[config.mk]
export PLATFORM = sky130hd
export DESIGN_NAME = twsi_cmp
export DESIGN_NICKNAME = d
export VERILOG_FILES = /design/src/hw/rtl/twsi_pkg.sv /design/src/hw/rtl/twsi_cmp.sv
export SDC_FILE = /design/constraint.sdc
export NUM_CORES = 1
export LEC_CHECK = 0
export ABC_AREA = 1
export ABC_CLOCK_PERIOD_IN_PS = 1630
export BUFFER_PORTS_ARGS = -buffer_cell sky130_fd_sc_hd__buf_2
export CAP_MARGIN = 20
export CORE_ASPECT_RATIO = 0.7
export CORE_MARGIN = 4
export CORE_UTILIZATION = 38
export DETAILED_ROUTE_END_ITERATION = 6
export GPL_ROUTABILITY_DRIVEN = 0
export PLACE_DENSITY = 0.81
export SYNTH_ARGS = -nofsm -noshare
export SYNTH_HDL_FRONTEND = slang
export SYNTH_SLANG_ARGS = --single-unit
[constraint.sdc]
create_clock -name vclk -period 1.63
set_input_delay 0.326 -clock vclk [all_inputs]
set_output_delay 0.326 -clock vclk [all_outputs]
set_load 0.01 [all_outputs]
[src/hw/rtl/twsi_pkg.sv]
// types and codes shared by the three-way sorted intersection block
`timescale 1ns / 1ps
`default_nettype none

package twsi_pkg;

   typedef enum logic [1:0] {
      OP_LOAD_A = 2'd0,
      OP_LOAD_B = 2'd1,
      OP_LOAD_C = 2'd2,
      OP_START  = 2'd3
   } op_type;

   typedef struct packed {
      op_type             operation;
      logic signed [31:0] value;
   } req_type;

   typedef struct packed {
      logic signed [31:0] common_value;
      logic               found;
      logic               last;
   } rsp_type;

   typedef struct packed {
      logic lt;
      logic eq;
   } cmp_res_type;

endpackage

`default_nettype wire

[src/hw/rtl/twsi_cmp.sv]
// shared signed compare unit used for every step of the walk
`timescale 1ns / 1ps
`default_nettype none

module twsi_cmp
   import twsi_pkg::*;
(
   input  wire logic signed [31:0] x,
   input  wire logic signed [31:0] y,
   output cmp_res_type             res
);

   always_comb begin
      res.lt = (x < y);
      res.eq = (x == y);
   end

endmodule

`default_nettype wire

==> results.toml, run 1 <==
[status]
status = "finished, violations left"
failed_checks = "setup timing"

[setup_path]
startpoint_type = "input port"
arrival_ps = 1480
path_class = "input port to primary output"
critPathCaptureType = "primary output"
cp_data_required_time_ps = 1300
path_max_fanout = 3

[floorplanning]
fp-row-count = 14
io-pin-count = 66
die_height_microns = 48.4
coreArea_sq_um = 2190
die_area_sq_um = 3180
start_util = 0.405
die_w_microns = 65.7

[routing]
num_vias = 1104
drt_iter0_markers = 11
routed_wl_microns = 2730
post-route-drc-count = 0
avgRoutedWirePerCell_microns = 11.1
first_pass_iters = 4
ant_nets = 0
routed_via_density = 4.47

[power_and_ir_drop]
power_frac_seq = 0
p_int_w = 0.000249
power.density_nw_per_um2 = 266
power.total_w = 0.000464
swShare = 0.463
power.leakage_nw = 0.937
power.clock.fraction = 0
peakVddDrop_mv = 0.151
p_sw_w = 0.000215
p_comb_frac = 1.000

[sta]
slew_violations = 0
hold_violations = 0
fmax_ghz = 0.555
layout_min_cycle_time_ps = 1800
postLayoutSetupSlackWorst_ps = -173
worst_pin_slew_ps = 182
slew_headroom = 0.878
finalCritPeriodShare = 1.11
rsz0062_at_grt = "yes"
setup-violations-final = 2

[global_routing]
antenna_found_initial = 0
grtUsageMet3 = 0.00926
grt-busiest-layer = "met2"
track_usage = 0.140
grt_max_degree = 4
gr-usage-met2 = 0.268
grt_pass1_wl_microns = 3820
grt_pass1_vias = 975
overflow = 0
use_met1 = 0.179

[synth]
synth_nets = 240
synthCells = 144
yosysUniqueCellTypes = 16
seq_area_frac_synth = 0
avgSynthCellArea_sq_um = 6.15
yosys_warnings = 0
mappedNetlistArea_sq_um = 886

[final_layout]
ff_latch_area_sq_um = 0
clkbuf_count = 0
drive_above_1_share = 0.651
area_growth_pct = 96.8
seq_cell_count = 0
nets = 313
diodes = 0
mostFrequentLayoutCells = "buf_2, nand2_1, inv_1"
final_common_cell = "buf_2"

[placed_design]
dp_slack_ps = -227
port_buffers = 66
dpl.hpwl_microns = 1890

[job]
cap_viol_max_count = 0

[hold_path]
hp-class = "input port to primary output"
[critical path: stages]
cell,delay (ps)
buf_2,90
inv_2,40
ha_4,280
nand2_4,70
nor3_4,200
nand2_1,70
nand2_1,50
nand2_1,70
nand2_1,70
nand2_1,40
nand2_1,40
buf_2,120
[worst paths after layout]
check,cells after the start,startpoint,endpoint
worst min-delay path,5,y[0],res[0]
worst max-delay path,12,y[15],res[1]
[kinds of logic (layout without fill, tap and decap cells)]
| family | count (synthesis) | count (layout) | synth area share |
|---|---|---|---|
| simple gates | 55 | 55 | 0.271 |
| buf+inv | 40 | 111 | 0.169 |
| fa+ha+maj | 32 | 32 | 0.452 |
| compound gates | 17 | 17 | 0.107 |
[cell type report]
type               instances  area [sq um]
fillers                  145           447
inverters                 40           158
multi-input cells        104          1100
well taps                 32          40.0
repair buffers            71           447
[routing by layer]
metal / share of wire / up-vias
met3: 0.066 / 0
met5: 0 / -
met4: 0 / 0
met1: 0.41 / 474
met2: 0.53 / 34
li1: - / 596
[repair_timing]
action,CTS,global route
hold buffers,0,0
setup endpoints to repair,2,2
pin swaps,31,26
resized for setup,33,54
setup buffers,1,0
[metrics by stage]
step | std cells | cell area (sq um) | utilization | setup TNS [ps] | hold slack [ps]
after floorplan | 144 | 886 | - | 0 | 981
after global placement | 246 | 1290 | 0.587 | -356 | 1210
after detailed placement | 246 | 1290 | 0.587 | -367 | 1210
after CTS | 247 | 1540 | 0.702 | -331 | 1210
after global routing | 247 | 1740 | 0.796 | -461 | 1250
final | 247 | 1740 | 0.796 | -307 | 1210
[power groups by stage]
stage	Combinational [W]	Clock, W	Sequential [W]
after detailed placement	0.000286	0	0
after CTS	0.000356	0	0
after global placement	0.000282	0	0
after global routing	0.000513	0	0
final	0.000464	0	0
after floorplan	0.000164	0	0
[Yosys cell counts (all sizes together)]
cell   instances  area, sq um
inv           40          150
nand2         36          140
ha            32          400
a21oi         13         68.8
nor2          10         40.0
nand3          3         15.0
nand4          3         25.0
nor3           3         20.0
o21ai          2         10.0
a21o           1         7.51
o21a           1         8.76
Note: power is estimated with default switching activity, not from simulation.
==> run 2, diff against run 1 <==
--- a/config.mk
+++ b/config.mk
@@ -5,7 +5,6 @@
 export SDC_FILE = /design/constraint.sdc
 export NUM_CORES = 1
 export LEC_CHECK = 0
-export ABC_AREA = 1
 export ABC_CLOCK_PERIOD_IN_PS = 1630
 export BUFFER_PORTS_ARGS = -buffer_cell sky130_fd_sc_hd__buf_2
 export CAP_MARGIN = 20
@@ -14,7 +13,7 @@
 export CORE_UTILIZATION = 38
 export DETAILED_ROUTE_END_ITERATION = 6
 export GPL_ROUTABILITY_DRIVEN = 0
-export PLACE_DENSITY = 0.81
+export PLACE_DENSITY = 0.83
 export SYNTH_ARGS = -nofsm -noshare
 export SYNTH_HDL_FRONTEND = slang
 export SYNTH_SLANG_ARGS = --single-unit
==> constraint.sdc (replaced) <==
create_clock -name vclk -period 1.63
set_input_delay 0.0815 -clock vclk [all_inputs]
set_output_delay 0.0815 -clock vclk [all_outputs]
set_load 0.01 [all_outputs]
==> results.toml, run 2 <==
[synth]
yosysUniqueCellTypes = 24
avgSynthCellArea_sq_um = 7.26
synth_nets = 209
synth_mux_area_frac = 0
yosys_warnings = 0
ys_top_cells_by_count = "ha_1, inv_1, a21oi_1, nand2_1, nand4_1"
mappedNetlistArea_sq_um = 821
synth_top_area_cell = "ha_1"
synth_top_cells_by_area = "ha_1, inv_1, a21oi_1"
synthCells = 113
synth.top_cell.area_share = 0.488
synthAdderAreaFrac = 0.488
synth-xor-area-share = 0
synth_compound_area_frac = 0.206
synth-simple-area-share = 0.160
seq_area_frac_synth = 0
synth_top_family_by_area = "adder cells"

[routing]
routed_via_density = 5.00
first_pass_iters = 6
drt_iter0_markers = 9
post-route-drc-count = 0
num_vias = 1046
ant_nets = 0
avgRoutedWirePerCell_microns = 13.0
routed_wl_microns = 2720

[floorplanning]
io-pin-count = 66
die_height_microns = 46.9
fp-row-count = 13
start_util = 0.421
die_w_microns = 63.6
die_area_sq_um = 2980
coreArea_sq_um = 1950

[setup_path]
arrival_ps = 1530
slowest_delay_ps = 260
cp_data_required_time_ps = 1550
startpoint_type = "input port"
critPathCaptureType = "primary output"
cpMostUsedCell = "buf_2"
path_cells = "buf_2, inv_2, ha_4, nand4_1, buf_4, nor4_4, a21boi_2, o31a_1, o22ai_2, buf_2"
path_class = "input port to primary output"
cp_slowest_cell = "ha_4"
path_max_fanout = 2

[placed_design]
placed_area_sq_um = 1220
port_buffers = 66
dpl.hpwl_microns = 2160

[power_and_ir_drop]
power.density_nw_per_um2 = 240
power_frac_seq = 0
swShare = 0.458
power.leakage_nw = 0.824
p_sw_w = 0.000161
p_comb_frac = 1.000
power.clock.fraction = 0
peakVddDrop_mv = 0.135
power.total_w = 0.000352
p_int_w = 0.000191

[global_routing]
grt_pass1_wl_microns = 3890
overflow = 0
antenna_found_initial = 0
grt_max_degree = 5
grt_pass1_vias = 1049
track_usage = 0.157

[sta]
slew_headroom = 0.800
setup-violations-final = 0
hold_violations = 0
rsz0062_at_grt = "yes"
finalCritPeriodShare = 0.990
hold-worst-slack_ps = 682
slew_violations = 0
worst_pin_slew_ps = 299
layout_min_cycle_time_ps = 1610
fmax_ghz = 0.620

[final_layout]
drive_above_1_share = 0.561
clkbuf_count = 0
nets = 285
area_growth_pct = 78.5
seq_cell_count = 0
final_cell_area_sq_um = 1470
mostFrequentLayoutCells = "buf_2, inv_1, ha_1"
ff_latch_area_sq_um = 0
diodes = 0
final_common_cell = "buf_2"

[clock_tree]
ctsHoldBuffers = 0

[hold_path]
hp-class = "input port to primary output"

[status]
status = "finished, final reports clean"

[job]
cap_viol_max_count = 0
-- run 2: repair_timing --
action,in CTS,in global routing
gates cloned,0,0
pin swaps,3,17
buffers inserted,0,2
setup endpoints to repair,1,1
resized for setup,2,36
-- run 2: path summary, 6_finish.rpt --
check                  from      to  slack [ps]  cells after the start
worst min-delay path  x[30]  res[1]         680                      6
worst max-delay path  y[15]  res[1]          20                     10
-- run 2: logic make-up (layout without fill, tap and decap cells) --
group | count (synthesis) | after routing
compound gates | 25 | 25
fa+ha+maj | 32 | 32
buf+inv | 32 | 106
simple gates | 24 | 24
-- run 2: stage by stage --
stage	worst slack [ps]	utilization	std cells	setup TNS [ps]
3_5_place_dp	-93.3	0.627	207	-93.3
5_1_grt	-62.0	0.751	209	-62.0
6_report	17.1	0.751	209	0
4_1_cts	0.297	0.637	207	0
2_1_floorplan	189	-	113	0
3_3_place_gp	-49.0	0.627	207	-49.0
-- run 2: area by class of cell --
class              count  area, sq um
multi-input cells     81          881
fillers              138          487
repair buffers        74          434
inverters             32          123
well taps             22         27.5
-- run 2: worst max-delay path: cells and delay by family --
family	cells	cell delay (ps)
buffers and inverters	4	430
AOI/OAI and AO/OA	3	400
and+or+nand+nor	2	350
adders and majority gates	1	260
-- run 2: layer usage --
metal	up-vias	wire length, microns	GRT usage
met5	-	0	0
met4	0	14	0
met3	2	201	0.0215
met2	48	1500	0.371
met1	451	1010	0.156
li1	545	-	-
-- run 2: power groups by stage --
stage	clock network (W)	registers, W	logic, W
2_1_floorplan	0	0	0.000146
3_3_place_gp	0	0	0.000257
3_5_place_dp	0	0	0.000273
4_1_cts	0	0	0.000280
5_1_grt	0	0	0.000395
6_report	0	0	0.000352
==> run 3, diff against run 2 <==
--- a/config.mk
+++ b/config.mk
@@ -5,6 +5,7 @@
 export SDC_FILE = /design/constraint.sdc
 export NUM_CORES = 1
 export LEC_CHECK = 0
+export ABC_AREA = 1
 export ABC_CLOCK_PERIOD_IN_PS = 1630
 export BUFFER_PORTS_ARGS = -buffer_cell sky130_fd_sc_hd__buf_2
 export CAP_MARGIN = 20
@@ -13,7 +14,9 @@
 export CORE_UTILIZATION = 38
 export DETAILED_ROUTE_END_ITERATION = 6
 export GPL_ROUTABILITY_DRIVEN = 0
-export PLACE_DENSITY = 0.83
+export GPL_TIMING_DRIVEN = 0
+export PLACE_DENSITY = 0.81
+export SLEW_MARGIN = 40
 export SYNTH_ARGS = -nofsm -noshare
 export SYNTH_HDL_FRONTEND = slang
 export SYNTH_SLANG_ARGS = --single-unit
==> results.toml, run 3 (synthesized netlist as in run 1, its figures left out) <==
[final_layout]
clkbuf_count = 0
mostFrequentLayoutCells = "buf_2, inv_1, nand2_1"
seq_cell_count = 0
drive_above_1_share = 0.348
diodes = 0
fill_cells = 211
final_common_cell = "buf_2"
nets = 308
ff_latch_area_sq_um = 0
area_growth_pct = 41.8

[job]
cap_viol_max_count = 0

[global_routing]
grt_pass1_vias = 841
use_met1 = 0.151
grt_max_degree = 5
gr-usage-met2 = 0.190
grt_pass1_wl_microns = 3020
overflow = 0
antenna_found_initial = 0
track_usage = 0.107
grt-busiest-layer = "met2"
grtUsageMet3 = 0.00463

[floorplanning]
io-pin-count = 66
die_area_sq_um = 3180
fp-row-count = 14
start_util = 0.405
die_w_microns = 65.7
coreArea_sq_um = 2190
die_height_microns = 48.4

[power_and_ir_drop]
power.density_nw_per_um2 = 214
p_sw_w = 0.000130
p_int_w = 0.000139
power.clock.fraction = 0
power.leakage_nw = 0.873
p_comb_frac = 1.000
swShare = 0.483
power_frac_seq = 0
peakVddDrop_mv = 0.0935

[placed_design]
dpl.hpwl_microns = 1830
port_buffers = 66

[routing]
post-route-drc-count = 0
routed_wl_microns = 1860
avgRoutedWirePerCell_microns = 7.68
drt_iter0_markers = 29
ant_nets = 0
num_vias = 1015
routed_via_density = 4.19
first_pass_iters = 4

[hold_path]
hp-class = "input port to primary output"
min_delay_path_depth = 5
min_from = "x[31]"
hold_path_end = "res[1]"

[setup_path]
cpMostUsedCell = "nand2_1"
path_max_fanout = 4
startpoint_type = "input port"
arrival_ps = 1300
slowest_delay_ps = 340
path_cells = "buf_2, inv_1, ha_1, a21oi_1, o21a_2, nand2_1, a21oi_2, nand2_1, nand2_1, nand2_1, buf_2"
cp_data_required_time_ps = 1550
path_class = "input port to primary output"
critPathCaptureType = "primary output"
cp_slowest_cell = "ha_1"

[sta]
rsz0062_at_grt = "no"
fin_tns_setup_ps = 0
fmax_ghz = 0.722
slew_violations = 0
worst_pin_slew_ps = 182
setup-violations-final = 0
finalCritPeriodShare = 0.849
slew_headroom = 0.878
layout_min_cycle_time_ps = 1380
hold-worst-slack_ps = 695
hold_violations = 0

[status]
status = "finished, final reports clean"

[clock_tree]
ctsHoldBuffers = 0
cts_setup_buffers = 0
cts_resized = 0
-- run 3: cell count changes in the layout (fill, tap and decap cells not counted), moves of 8 or more --
cell	delta
nand2_1	+27
inv_1	+16
ha_1	+10
ha_4	-10
buf_4	-8
-- run 3: routing by layer --
| layer | wire [microns] | vias up | share of wire |
|---|---|---|---|
| li1 | - | 589 | - |
| met1 | 932 | 396 | 0.50 |
| met2 | 786 | 30 | 0.42 |
| met3 | 139 | 0 | 0.075 |
| met4 | 0 | 0 | 0 |
| met5 | 0 | - | 0 |
-- run 3: per-stage QoR --
stage	instances	setup slack (ps)	utilization	total power [W]	area (sq um)
after CTS	242	239	0.574	0.000275	1260
after floorplan	144	502	-	0.000164	886
final	242	245	0.574	0.000268	1260
after detailed placement	242	246	0.574	0.000272	1260
after global routing	242	60.8	0.574	0.000322	1260
after global placement	242	255	0.574	0.000267	1260
-- run 3: worst max-delay path by stage --
stage                     start     end  slack, ps  cells after the start
after global routing      y[21]  res[1]         60                     12
final                     y[31]  res[1]        250                     11
after detailed placement  y[31]  res[1]        250                     11
after floorplan           y[31]  res[1]        500                      8
after global placement    y[19]  res[1]        250                     14
after CTS                 y[31]  res[1]        240                     11
-- run 3: power groups by stage --
stage                     logic [W]  registers [W]  clock network (W)
after floorplan            0.000164              0                  0
after global placement     0.000267              0                  0
after detailed placement   0.000272              0                  0
after CTS                  0.000275              0                  0
after global routing       0.000322              0                  0
final                      0.000268              0                  0
-- run 3: final cells by class --
| cell class | count | area, sq um | share of cell area |
|---|---|---|---|
| Timing Repair Buffer | 66 | 330 | 0.263 |
| Multi-Input combinational cell | 104 | 736 | 0.586 |
| Inverter | 40 | 150 | 0.120 |
| Tap cell | 32 | 40.0 | 0.0319 |
-- run 3: critical path, delay by kind of cell --
family | cells | cell delay (ps)
compound gates | 3 | 430
fa+ha+maj | 1 | 340
buf+inv | 3 | 230
simple gates | 4 | 220
